===== src/rtl/core/ifp_pkg.sv =====
`timescale 1ns / 1ps
// ----------------------------------------------------------------------------
// ifp_pkg: shared types and constants of the IMU frame parser
// Frame layout constants, the raw frame word type and the saturating negate.
// ----------------------------------------------------------------------------
package ifp_pkg;

  // Frame layout.
  localparam logic [7:0] HDR_BYTE       = 8'hA6;
  localparam int         PAYLOAD_LEN    = 18;
  localparam int         RESERVED_BYTES = 4;
  localparam int         NUM_WORDS      = PAYLOAD_LEN / 2;
  localparam int         CNT_W          = $clog2(PAYLOAD_LEN + 1);
  localparam int         IDX_W          = $clog2(PAYLOAD_LEN);
  localparam int         SKIP_W         = 4;

  // Word positions inside a frame.
  localparam int W_ROLL  = 0;
  localparam int W_PITCH = 1;
  localparam int W_YAW   = 2;
  localparam int W_RX    = 3;
  localparam int W_RY    = 4;
  localparam int W_RZ    = 5;
  localparam int W_AX    = 6;
  localparam int W_AY    = 7;
  localparam int W_AZ    = 8;

  // Nine raw little-endian words of one good frame.
  typedef logic [NUM_WORDS-1:0][15:0] raw_frame_t;

  // One result after the axis remap.
  typedef struct packed {
    logic signed [15:0] angle_x;
    logic signed [15:0] angle_y;
    logic signed [15:0] angle_z;
    logic signed [15:0] turn_rate_x;
    logic signed [15:0] turn_rate_y;
    logic signed [15:0] turn_rate_z;
    logic signed [15:0] lin_accel_x;
    logic signed [15:0] lin_accel_y;
    logic signed [15:0] lin_accel_z;
  } imu_sample_t;

  // Queue handshake between front and back.
  typedef struct packed {
    logic push;
    logic pop;
  } q_ctrl_t;

  // Two's complement negate; the most negative value saturates.
  function automatic logic [15:0] neg_sat(input logic [15:0] v);
    logic [15:0] r;
    if (v == 16'h8000) begin
      r = 16'h7FFF;
    end else begin
      r = ~v + 16'd1;
    end
    return r;
  endfunction

endpackage


===== src/rtl/core/ifp_byte_if.sv =====
`timescale 1ns / 1ps
// ----------------------------------------------------------------------------
// ifp_byte_if: byte stream channel
// Valid/ready channel carrying one raw sensor byte per transfer.
// ----------------------------------------------------------------------------
interface ifp_byte_if;
  logic       valid;
  logic       ready;
  logic [7:0] byte_in;

  modport source (output valid, output byte_in, input ready);
  modport sink   (input valid, input byte_in, output ready);
endinterface


===== src/rtl/core/ifp_imu_if.sv =====
`timescale 1ns / 1ps
// ----------------------------------------------------------------------------
// ifp_imu_if: decoded sample channel
// Valid/ready channel carrying nine signed 16-bit values per transfer.
// ----------------------------------------------------------------------------
interface ifp_imu_if;
  logic               valid;
  logic               ready;
  logic signed [15:0] angle_x;
  logic signed [15:0] angle_y;
  logic signed [15:0] angle_z;
  logic signed [15:0] turn_rate_x;
  logic signed [15:0] turn_rate_y;
  logic signed [15:0] turn_rate_z;
  logic signed [15:0] lin_accel_x;
  logic signed [15:0] lin_accel_y;
  logic signed [15:0] lin_accel_z;

  modport source (output valid, input ready,
                  output angle_x, output angle_y, output angle_z,
                  output turn_rate_x, output turn_rate_y, output turn_rate_z,
                  output lin_accel_x, output lin_accel_y, output lin_accel_z);
  modport sink   (input valid, output ready,
                  input angle_x, input angle_y, input angle_z,
                  input turn_rate_x, input turn_rate_y, input turn_rate_z,
                  input lin_accel_x, input lin_accel_y, input lin_accel_z);
endinterface


===== src/rtl/core/ifp_front.sv =====
`timescale 1ns / 1ps
// ----------------------------------------------------------------------------
// ifp_front: frame sync and checksum
// Tracks the frame phase byte by byte, collects the payload and pushes a
// raw frame into the queue when the checksum matches.
// ----------------------------------------------------------------------------
module ifp_front (
  input  logic                clk,
  input  logic                rst_n,
  input  logic                in_valid,
  output logic                in_ready,
  input  logic [7:0]          in_byte,
  input  logic                q_full,
  output logic                q_push,
  output ifp_pkg::raw_frame_t q_data
);
  import ifp_pkg::*;

  typedef enum logic [2:0] {
    ST_HDR1,
    ST_HDR2,
    ST_INDEX,
    ST_DATA,
    ST_SKIP,
    ST_CHECK
  } state_t;

  state_t            state_r;
  logic [CNT_W-1:0]  count_r;
  logic [SKIP_W-1:0] skip_r;
  logic [SKIP_W-1:0] skip_nxt;
  logic [7:0]        sum_r;
  logic [7:0]        sum_nxt;
  logic [7:0]        store_r [PAYLOAD_LEN];
  logic              take;

  // Only the checksum byte needs room in the queue.
  assign in_ready = (state_r != ST_CHECK) || !q_full;
  assign take     = in_valid && in_ready;
  assign sum_nxt  = sum_r + in_byte;
  assign skip_nxt = skip_r + SKIP_W'(1);
  assign q_push   = take && (state_r == ST_CHECK) && (in_byte == sum_r);

  // Pack the stored payload into little-endian words.
  always_comb begin
    for (int k = 0; k < NUM_WORDS; k++) begin
      q_data[k] = {store_r[2*k+1], store_r[2*k]};
    end
  end

  // Phase machine with counters, checksum and payload store.
  always_ff @(posedge clk) begin
    if (!rst_n) begin
      state_r <= ST_HDR1;
      count_r <= '0;
      skip_r  <= '0;
      sum_r   <= '0;
    end else if (take) begin
      unique case (state_r)
        ST_HDR1: begin
          if (in_byte == HDR_BYTE) begin
            state_r <= ST_HDR2;
          end
        end
        ST_HDR2: begin
          if (in_byte == HDR_BYTE) begin
            state_r <= ST_INDEX;
          end else begin
            state_r <= ST_HDR1;
          end
        end
        ST_INDEX: begin
          sum_r   <= sum_nxt;
          state_r <= ST_DATA;
        end
        ST_DATA: begin
          store_r[count_r[IDX_W-1:0]] <= in_byte;
          sum_r   <= sum_nxt;
          count_r <= count_r + CNT_W'(1);
          if (count_r == CNT_W'(PAYLOAD_LEN - 1)) begin
            state_r <= ST_SKIP;
          end
        end
        ST_SKIP: begin
          skip_r <= skip_nxt;
          if (skip_nxt >= SKIP_W'(RESERVED_BYTES)) begin
            state_r <= ST_CHECK;
          end
        end
        ST_CHECK: begin
          // Good or bad, the frame ends here and the parser starts over.
          state_r <= ST_HDR1;
          count_r <= '0;
          skip_r  <= '0;
          sum_r   <= '0;
        end
        default: begin
          state_r <= ST_HDR1;
        end
      endcase
    end
  end

endmodule


===== src/rtl/core/ifp_queue.sv =====
`timescale 1ns / 1ps
// ----------------------------------------------------------------------------
// ifp_queue: two-entry frame queue
// Holds good raw frames between the front and the back so each can stall
// on its own.
// ----------------------------------------------------------------------------
module ifp_queue (
  input  logic                clk,
  input  logic                rst_n,
  input  ifp_pkg::q_ctrl_t    ctrl,
  input  ifp_pkg::raw_frame_t wr_data,
  output ifp_pkg::raw_frame_t rd_data,
  output logic                full,
  output logic                not_empty
);
  import ifp_pkg::*;

  raw_frame_t mem_r [2];
  logic       wr_ptr_r;
  logic       rd_ptr_r;
  logic [1:0] count_r;

  assign full      = (count_r == 2'd2);
  assign not_empty = (count_r != 2'd0);
  assign rd_data   = mem_r[rd_ptr_r];

  // Entry storage.
  always_ff @(posedge clk) begin
    if (ctrl.push) begin
      mem_r[wr_ptr_r] <= wr_data;
    end
  end

  // Pointers and fill count.
  always_ff @(posedge clk) begin
    if (!rst_n) begin
      wr_ptr_r <= 1'b0;
      rd_ptr_r <= 1'b0;
      count_r  <= 2'd0;
    end else begin
      if (ctrl.push) begin
        wr_ptr_r <= ~wr_ptr_r;
      end
      if (ctrl.pop) begin
        rd_ptr_r <= ~rd_ptr_r;
      end
      case ({ctrl.push, ctrl.pop})
        2'b10:   count_r <= count_r + 2'd1;
        2'b01:   count_r <= count_r - 2'd1;
        default: count_r <= count_r;
      endcase
    end
  end

endmodule


===== src/rtl/core/ifp_back.sv =====
`timescale 1ns / 1ps
// ----------------------------------------------------------------------------
// ifp_back: axis remap and output register
// Applies the NED-to-ENU remap to the head frame and holds the result until
// the sink takes it.
// ----------------------------------------------------------------------------
module ifp_back (
  input  logic                 clk,
  input  logic                 rst_n,
  input  logic                 cfg_we,
  input  logic                 cfg_wdata,
  input  logic                 q_not_empty,
  input  ifp_pkg::raw_frame_t  q_data,
  output logic                 q_pop,
  output logic                 out_valid,
  input  logic                 out_ready,
  output ifp_pkg::imu_sample_t out_data
);
  import ifp_pkg::*;

  logic        enu_r;
  logic        valid_r;
  imu_sample_t data_r;
  imu_sample_t data_nxt;

  assign q_pop     = q_not_empty && (!valid_r || out_ready);
  assign out_valid = valid_r;
  assign out_data  = data_r;

  // Remap of the head frame.
  always_comb begin
    if (enu_r) begin
      data_nxt.angle_x     = q_data[W_PITCH];
      data_nxt.angle_y     = q_data[W_ROLL];
      data_nxt.angle_z     = neg_sat(q_data[W_YAW]);
      data_nxt.turn_rate_x = q_data[W_RX];
      data_nxt.turn_rate_y = neg_sat(q_data[W_RY]);
      data_nxt.turn_rate_z = neg_sat(q_data[W_RZ]);
      data_nxt.lin_accel_x = q_data[W_AX];
      data_nxt.lin_accel_y = neg_sat(q_data[W_AY]);
      data_nxt.lin_accel_z = neg_sat(q_data[W_AZ]);
    end else begin
      data_nxt.angle_x     = q_data[W_ROLL];
      data_nxt.angle_y     = q_data[W_PITCH];
      data_nxt.angle_z     = q_data[W_YAW];
      data_nxt.turn_rate_x = q_data[W_RX];
      data_nxt.turn_rate_y = q_data[W_RY];
      data_nxt.turn_rate_z = q_data[W_RZ];
      data_nxt.lin_accel_x = q_data[W_AX];
      data_nxt.lin_accel_y = q_data[W_AY];
      data_nxt.lin_accel_z = q_data[W_AZ];
    end
  end

  // Configuration register.
  always_ff @(posedge clk) begin
    if (!rst_n) begin
      enu_r <= 1'b0;
    end else if (cfg_we) begin
      enu_r <= cfg_wdata;
    end
  end

  // Output register: loads when empty or when the current result transfers.
  always_ff @(posedge clk) begin
    if (!rst_n) begin
      valid_r <= 1'b0;
    end else if (!valid_r || out_ready) begin
      valid_r <= q_not_empty;
    end
  end

  always_ff @(posedge clk) begin
    if (q_pop) begin
      data_r <= data_nxt;
    end
  end

endmodule


===== src/rtl/core/imu_frame_parser.sv =====
`timescale 1ns / 1ps
// Path: after the transfer of the checksum byte, a result passes through the
// frame queue and then the output register.
// Throughput: one byte per cycle; the front stalls only on a checksum byte
// while the two-entry frame queue is full.
// Reset: synchronous, active low; clears the frame phase, counters, checksum,
// queue, output valid and the remap register.
// ----------------------------------------------------------------------------
// imu_frame_parser: IMU serial frame parser
// Finds header-framed packets in a byte stream, checks the checksum and
// emits nine signed 16-bit values, optionally remapped from NED to ENU.
// ----------------------------------------------------------------------------
module imu_frame_parser (
  input  logic         clk,
  input  logic         rst_n,
  input  logic         cfg_we,
  input  logic         cfg_wdata,
  ifp_byte_if.sink     in_ch,
  ifp_imu_if.source    out_ch
);
  import ifp_pkg::*;

  raw_frame_t  push_data;
  raw_frame_t  head_data;
  q_ctrl_t     q_ctrl;
  logic        q_push;
  logic        q_pop;
  logic        q_full;
  logic        q_not_empty;
  imu_sample_t sample;

  // Front: frame sync and checksum.
  ifp_front u_front (
    .clk      (clk),
    .rst_n    (rst_n),
    .in_valid (in_ch.valid),
    .in_ready (in_ch.ready),
    .in_byte  (in_ch.byte_in),
    .q_full   (q_full),
    .q_push   (q_push),
    .q_data   (push_data)
  );

  // Queue controls gathered from both sides.
  assign q_ctrl = '{push: q_push, pop: q_pop};

  // Frame queue.
  ifp_queue u_queue (
    .clk       (clk),
    .rst_n     (rst_n),
    .ctrl      (q_ctrl),
    .wr_data   (push_data),
    .rd_data   (head_data),
    .full      (q_full),
    .not_empty (q_not_empty)
  );

  // Back: remap and output register.
  ifp_back u_back (
    .clk         (clk),
    .rst_n       (rst_n),
    .cfg_we      (cfg_we),
    .cfg_wdata   (cfg_wdata),
    .q_not_empty (q_not_empty),
    .q_data      (head_data),
    .q_pop       (q_pop),
    .out_valid   (out_ch.valid),
    .out_ready   (out_ch.ready),
    .out_data    (sample)
  );

  // Result fields onto the output channel.
  assign out_ch.angle_x     = sample.angle_x;
  assign out_ch.angle_y     = sample.angle_y;
  assign out_ch.angle_z     = sample.angle_z;
  assign out_ch.turn_rate_x = sample.turn_rate_x;
  assign out_ch.turn_rate_y = sample.turn_rate_y;
  assign out_ch.turn_rate_z = sample.turn_rate_z;
  assign out_ch.lin_accel_x = sample.lin_accel_x;
  assign out_ch.lin_accel_y = sample.lin_accel_y;
  assign out_ch.lin_accel_z = sample.lin_accel_z;

endmodule

===== src/flat_wrapper.sv =====
// flat-port wrapper written by rule: the top's interface ports become plain ports
module imu_frame_parser_flat import ifp_pkg::*;
  (clk, rst_n, cfg_we, cfg_wdata, in_ch_valid, in_ch_byte_in, in_ch_ready, out_ch_valid, out_ch_ready, out_ch_angle_x, out_ch_angle_y, out_ch_angle_z, out_ch_turn_rate_x, out_ch_turn_rate_y, out_ch_turn_rate_z, out_ch_lin_accel_x, out_ch_lin_accel_y, out_ch_lin_accel_z);
  ifp_byte_if in_ch_i ();
  ifp_imu_if out_ch_i ();
  input  logic clk;
  input  logic rst_n;
  input  logic cfg_we;
  input  logic cfg_wdata;
  input wire logic [$bits(in_ch_i.valid)-1:0] in_ch_valid;
  input wire logic [$bits(in_ch_i.byte_in)-1:0] in_ch_byte_in;
  output wire logic [$bits(in_ch_i.ready)-1:0] in_ch_ready;
  output wire logic [$bits(out_ch_i.valid)-1:0] out_ch_valid;
  input wire logic [$bits(out_ch_i.ready)-1:0] out_ch_ready;
  output wire logic [$bits(out_ch_i.angle_x)-1:0] out_ch_angle_x;
  output wire logic [$bits(out_ch_i.angle_y)-1:0] out_ch_angle_y;
  output wire logic [$bits(out_ch_i.angle_z)-1:0] out_ch_angle_z;
  output wire logic [$bits(out_ch_i.turn_rate_x)-1:0] out_ch_turn_rate_x;
  output wire logic [$bits(out_ch_i.turn_rate_y)-1:0] out_ch_turn_rate_y;
  output wire logic [$bits(out_ch_i.turn_rate_z)-1:0] out_ch_turn_rate_z;
  output wire logic [$bits(out_ch_i.lin_accel_x)-1:0] out_ch_lin_accel_x;
  output wire logic [$bits(out_ch_i.lin_accel_y)-1:0] out_ch_lin_accel_y;
  output wire logic [$bits(out_ch_i.lin_accel_z)-1:0] out_ch_lin_accel_z;
  assign in_ch_i.valid = in_ch_valid;
  assign in_ch_i.byte_in = in_ch_byte_in;
  assign in_ch_ready = in_ch_i.ready;
  assign out_ch_valid = out_ch_i.valid;
  assign out_ch_i.ready = out_ch_ready;
  assign out_ch_angle_x = out_ch_i.angle_x;
  assign out_ch_angle_y = out_ch_i.angle_y;
  assign out_ch_angle_z = out_ch_i.angle_z;
  assign out_ch_turn_rate_x = out_ch_i.turn_rate_x;
  assign out_ch_turn_rate_y = out_ch_i.turn_rate_y;
  assign out_ch_turn_rate_z = out_ch_i.turn_rate_z;
  assign out_ch_lin_accel_x = out_ch_i.lin_accel_x;
  assign out_ch_lin_accel_y = out_ch_i.lin_accel_y;
  assign out_ch_lin_accel_z = out_ch_i.lin_accel_z;
  imu_frame_parser u_core (.clk(clk), .rst_n(rst_n), .cfg_we(cfg_we), .cfg_wdata(cfg_wdata), .in_ch(in_ch_i), .out_ch(out_ch_i));
endmodule

===== config.mk =====
export PLATFORM = sky130hd
export DESIGN_NAME = imu_frame_parser_flat
export DESIGN_NICKNAME = d
export VERILOG_FILES = /design/src/rtl/core/ifp_pkg.sv /design/src/rtl/core/ifp_byte_if.sv /design/src/rtl/core/ifp_imu_if.sv /design/src/rtl/core/ifp_front.sv /design/src/rtl/core/ifp_queue.sv /design/src/rtl/core/ifp_back.sv /design/src/rtl/core/imu_frame_parser.sv /design/src/flat_wrapper.sv
export SDC_FILE = /design/constraint.sdc
export NUM_CORES = 1
export LEC_CHECK = 0
export ABC_AREA = 1
export BUFFER_PORTS_ARGS = -buffer_cell sky130_fd_sc_hd__clkbuf_2
export CAP_MARGIN = 20
export CORE_UTILIZATION = 60
export DETAILED_ROUTE_END_ITERATION = 6
export GPL_ROUTABILITY_DRIVEN = 0
export PLACE_DENSITY = 0.83
export SYNTH_ARGS = -nofsm -noshare
export SYNTH_HDL_FRONTEND = slang
export SYNTH_HIERARCHICAL = 1
export SYNTH_SLANG_ARGS = --single-unit

===== constraint.sdc =====
create_clock -name clk -period 12.91 [get_ports clk]
set_clock_uncertainty 0.2 [all_clocks]
set_input_delay 0.6455 -clock clk [delete_from_list [all_inputs] [get_ports clk]]
set_output_delay 0.6455 -clock clk [all_outputs]
set_load 0.05 [all_outputs]

==> out/results.ini, run 1 <==
[routing]
dr_total_vias=13863
wl_per_cell_um=19.9
drc=0
drt_iter0_drc=1130
viasPerCell=5.68
first_pass_iters=7
ant_nets=0
drt_wl_total_mm=48.4

[worst_setup_path]
startpoint_type=input port
cp.arrival_ns=3.93
critPathKind=input port to register
reg2regPathDepth=7
required_ns=12.91
critPathCaptureType=register
critPathMaxFanout=57

[global_route]
grt_usage=0.236
grt_pass1_wl_mm=74.1
antenna_found_initial=0
grt_max_degree=85
overflow=0
grt_pass1_vias=13427

[placement]
dpl.hpwl_mm=29.1
place_area_um2=25400
placedCellCount=2337
io_buffer_count=159
pre_cts_slack_ns=8.46

[sta]
report.final.hold_viol_count=0
timing.final.crit_share=0.304
fmax_ghz=0.255
max_slew_margin=0.258
final-max-slew-violation-count=0
fin_ws_ns=8.98
whs_ns=0.181
worstMarginPinSlew_ns=1.11
period_minus_slack_ns=3.93
rsz0062_at_grt=false
fin_tns_setup_ns=0
setup_viol=0

[synthesis]
async_flop_share=0
synth_area_um2=24100
synthTopCellsByArea=edfxtp_1 (72%), nand2_1 (4.8%), mux2_2 (3.9%)
yosysTopAreaCellShare=0.719
synth_top_area_cell=edfxtp_1
synth_edf_count=576
synth_fp_nets=1714
synthTopCellsByCount=edfxtp_1 (576), nand2_1 (309), nor2_1 (144)
ys_seq_area_frac=0.741
yosys_warnings=6
synth.most_common_cell=edfxtp_1
synth_seq_cells=603
syn_area_per_cell_um2=14.3
synth_cell_types=41
synthFlopType=edfxtp_1
synthCells=1681

[job]
cap_violations=0

[floorplan]
io_pins=160
coreArea_um2=39600
rows=73
start_util=0.607
die_x_um=202
die_h_um=202
fp.dieArea_um2=40900

[clock_tree]
clock_latency_ns=0.59
cts_setup_buffers=0
clockBufferDepth=3
cts_tree=built
cts_resized=0
cts_buffers=55
cts_sinks=603
clk_pin_slew_worst_paths_ns=0.06
clockRootBuffer=clkbuf_16
htree_levels=2
cts_hold_buf=0

[finish]
fillCellCount=2484
postLayoutCellArea_um2=27200
fin_cells=2439
fin_nets=1902
syn_to_final_growth_pct=12.9
num_antenna_cells=0
layout-drive-gt1-share=0.234
post-route-util=0.686

[hold_path]
worstHoldPathType=input port to register
holdPathStages=4

[power_and_ir_drop]
finalPower_mw=5.39
ir_worst_vdd_uv=115
p_leak_nw=10.1
p_per_area_nw_per_um2=198

[run_status]
status=completed

-- cell families (layout without fill, tap and decap cells) --
group                    count (synthesis)  in the layout  synth area share
multiplexers                           144            144            0.0767
flip-flops                             603            603             0.741
XOR/XNOR                                 7              7           0.00255
adder cells (fa/ha/maj)                 19             19            0.0102
buffers and inverters                  157            390            0.0295
AO/OA/AOI/OAI                           94             94            0.0196
AND/OR/NAND/NOR                        657            657             0.120
-- final cells by class --
class	count	area [um2]	share of cell area
clock buffer	69	1480	0.0545
clock inverter	33	322	0.0118
inverter	117	447	0.0164
multi-input combinational	921	5540	0.204
sequential	603	17800	0.657
tap	525	657	0.0242
timing repair buffer	171	886	0.0326
-- worst max-delay path, stage by stage --
cell and delay, ns:
clkbuf_2 0.52, ha_1 0.40, nor4_1 0.30, nand3_1 0.10, nor2_1 0.17, inv_1 0.11
nor2_4 0.84, buf_4 0.77
-- registers in the layout, indices dropped and copies added (netlist names), named ones only --
register and flops:
u_core/u_queue/rd_ptr_r 1, u_core/u_front/sum_r 8, u_core/u_back/out_data 144, u_core/u_front/state_r 3, u_core/u_back/out_valid 1, u_core/u_back/enu_r 1
u_core/u_front/count_r 5, u_core/u_front/store_r 144, u_core/u_queue/wr_ptr_r 1, u_core/u_front/skip_r 4, u_core/u_queue/mem_r 288, u_core/u_queue/count_r 2
-- layer usage --
layer,track usage,vias up,routed length [um]
met5,0,-,0
met4,0.0846,0,1380
met3,0.0366,103,3390
met2,0.397,662,24000
met1,0.313,6747,19600
li1,-,6351,-
-- power breakdown --
part	total [mW]	switching [mW]	internal, mW
Combinational	1.31	1.02	0.283
Sequential	2.47	0.0773	2.39
Clock	1.62	0.685	0.933
-- cells in the final DEF, fill, tap and decap left out, drive strengths merged, types with 6 or more instances in the layout --
master / Yosys / layout
a21oi: 27 / 27
buf: 35 / 12
bufinv: 0 / 6
clkbuf: 5 / 228
clkinv: 1 / 26
dfxtp: 27 / 27
edfxtp: 576 / 576
ha: 18 / 18
inv: 116 / 117
mux2: 144 / 144
nand2: 319 / 319
nand3: 121 / 121
nand3b: 13 / 13
nand4: 12 / 12
nor2: 151 / 151
nor3: 11 / 11
o21ai: 66 / 66
or2: 28 / 28
xnor2: 6 / 6
-- path summary, 6_finish.rpt --
| kind | from | endpoint | slack, ns |
|---|---|---|---|
| min | out_ch_ready | u_core/u_back/out_valid | 0.18 |
| max | in_ch_byte_in[2] | u_core/u_queue/mem_r[0][84] | 8.98 |
| max reg2reg | register | u_core/u_back/out_data[69] | 9.16 |
| min reg2reg | u_core/u_front/store_r[8][3] | u_core/u_queue/mem_r[1][67] | 0.24 |
(Power assumes the default switching activity.)
==> run 2, diff against run 1 <==
Settings changed: CORE_UTILIZATION 60 to 54, PLACE_DENSITY 0.83 to 0.79.
Clock period 12.91 ns to 3.3 ns, I/O delays scaled along.
==> out/results.ini, run 2 (synthesized netlist as in run 1, its figures left out) <==
[global_route]
antenna_found_initial=1
grt_usage=0.214
grt_pass1_vias=13431
grt_max_degree=105
grt_pass1_wl_mm=73.2
overflow=0
grt_util_met1=0.275
use_met2=0.367
use_met3=0.0371
grt_busiest_layer=met2

[clock_tree]
clockRootBuffer=clkbuf_16
cts_tree=built
clk_pin_slew_worst_paths_ns=0.06
clock_latency_ns=0.61
cts_setup_buffers=0
cts_sinks=603
cts_buffers=56
clockBufferDepth=3
htree_levels=2

[worst_setup_path]
critPathCaptureType=register
crit_buf_inv=4
crit_chain=inv_4 -> buf_4 -> nor2_1 -> a21oi_1 -> dlygate4sd3_1 -> nor2_1 -> dlygate4sd3_1
cp_slowest_cell=dlygate4sd3_1
crit_family=buffers and inverters
cp.arrival_ns=3.28
critPathMaxStageDelay_ns=0.61
critPathMaxFanout=29
critPathKind=register to register
startpoint_type=register
required_ns=3.58

[sta]
period_minus_slack_ns=3.00
fin_tns_setup_ns=0
report.final.hold_viol_count=0
worstMarginPinSlew_ns=0.876
timing.final.crit_share=0.908
whs_ns=0.234
fmax_ghz=0.334
final-max-slew-violation-count=0
rsz0062_at_grt=false
setup_viol=0
max_slew_margin=0.414

[finish]
mostFrequentLayoutCells=edfxtp_1 (576), nand2_1 (309), clkbuf_2 (159)
layout-drive-gt1-share=0.245
fin_cells=2541
syn_to_final_growth_pct=15.4
fin_nets=1941
layout_commonest_cell=edfxtp_1
largest_reg_flops=288
postLayoutCellArea_um2=27800
num_antenna_cells=0
largest-register=u_core/u_queue/mem_r
fillCellCount=3068

[floorplan]
fp.dieArea_um2=45400
rows=76
coreArea_um2=43600
die_h_um=213
die_x_um=213
start_util=0.553
io_pins=160

[routing]
ant_nets=0
wl_per_cell_um=18.9
first_pass_iters=6
drt_iter0_drc=1158
drc=0
dr_total_vias=13837
viasPerCell=5.45
drt_wl_total_mm=48.0

[power_and_ir_drop]
ir_worst_vdd_uv=568
p_per_area_nw_per_um2=768
finalPower_mw=21.3
p_leak_nw=10.3

[placement]
io_buffer_count=159
dpl.hpwl_mm=30.0
place_area_um2=25700
placedCellCount=2418

[job]
cap_violations=0

[run_status]
status=completed

[hold_path]
worstHoldPathType=register to register

[run 2: through the flow]
step           worst slack (ns)   util
2_1_floorplan            -0.711      -
3_3_place_gp              0.655  0.591
3_5_place_dp              0.581  0.591
4_1_cts                   0.109  0.638
5_1_grt                   0.177  0.638
6_report                  0.305  0.638
[run 2: path summary, 6_finish.rpt]
path,from,end,slack [ns],depth (start not counted)
max reg2reg,u_core/u_back/enu_r,u_core/u_back/enu_r,0.30,7
max,u_core/u_back/enu_r,u_core/u_back/enu_r,0.30,7
min,u_core/u_front/store_r[11][6],u_core/u_queue/mem_r[0][94],0.23,0
min reg2reg,u_core/u_front/store_r[11][6],u_core/u_queue/mem_r[0][94],0.23,0
[run 2: final cells by class]
class	instances	area, um2	share of cell area
clock buffer	75	1540	0.0553
tap	585	732	0.0263
clock inverter	31	330	0.0119
inverter	117	448	0.0161
multi-input combinational	921	5600	0.201
timing repair buffer	209	1290	0.0464
sequential	603	17900	0.643
[run 2: where the power goes]
part	leakage, nW	internal [mW]	switching (mW)
logic	3.93	1.18	4.01
clock network	0.894	3.75	2.71
registers	5.44	9.36	0.345
[run 2: per-layer routing]
layer	wire length [um]	share of wire
met4	1310	0.027
met3	3340	0.070
met1	19100	0.40
met2	24200	0.50
met5	0	0
[run 2: repair_timing]
action	in CTS	in global routing
hold buffers	17	0
endpoints found under the hold margin	160	0
gates resized for setup	0	2
setup endpoints to repair	0	1
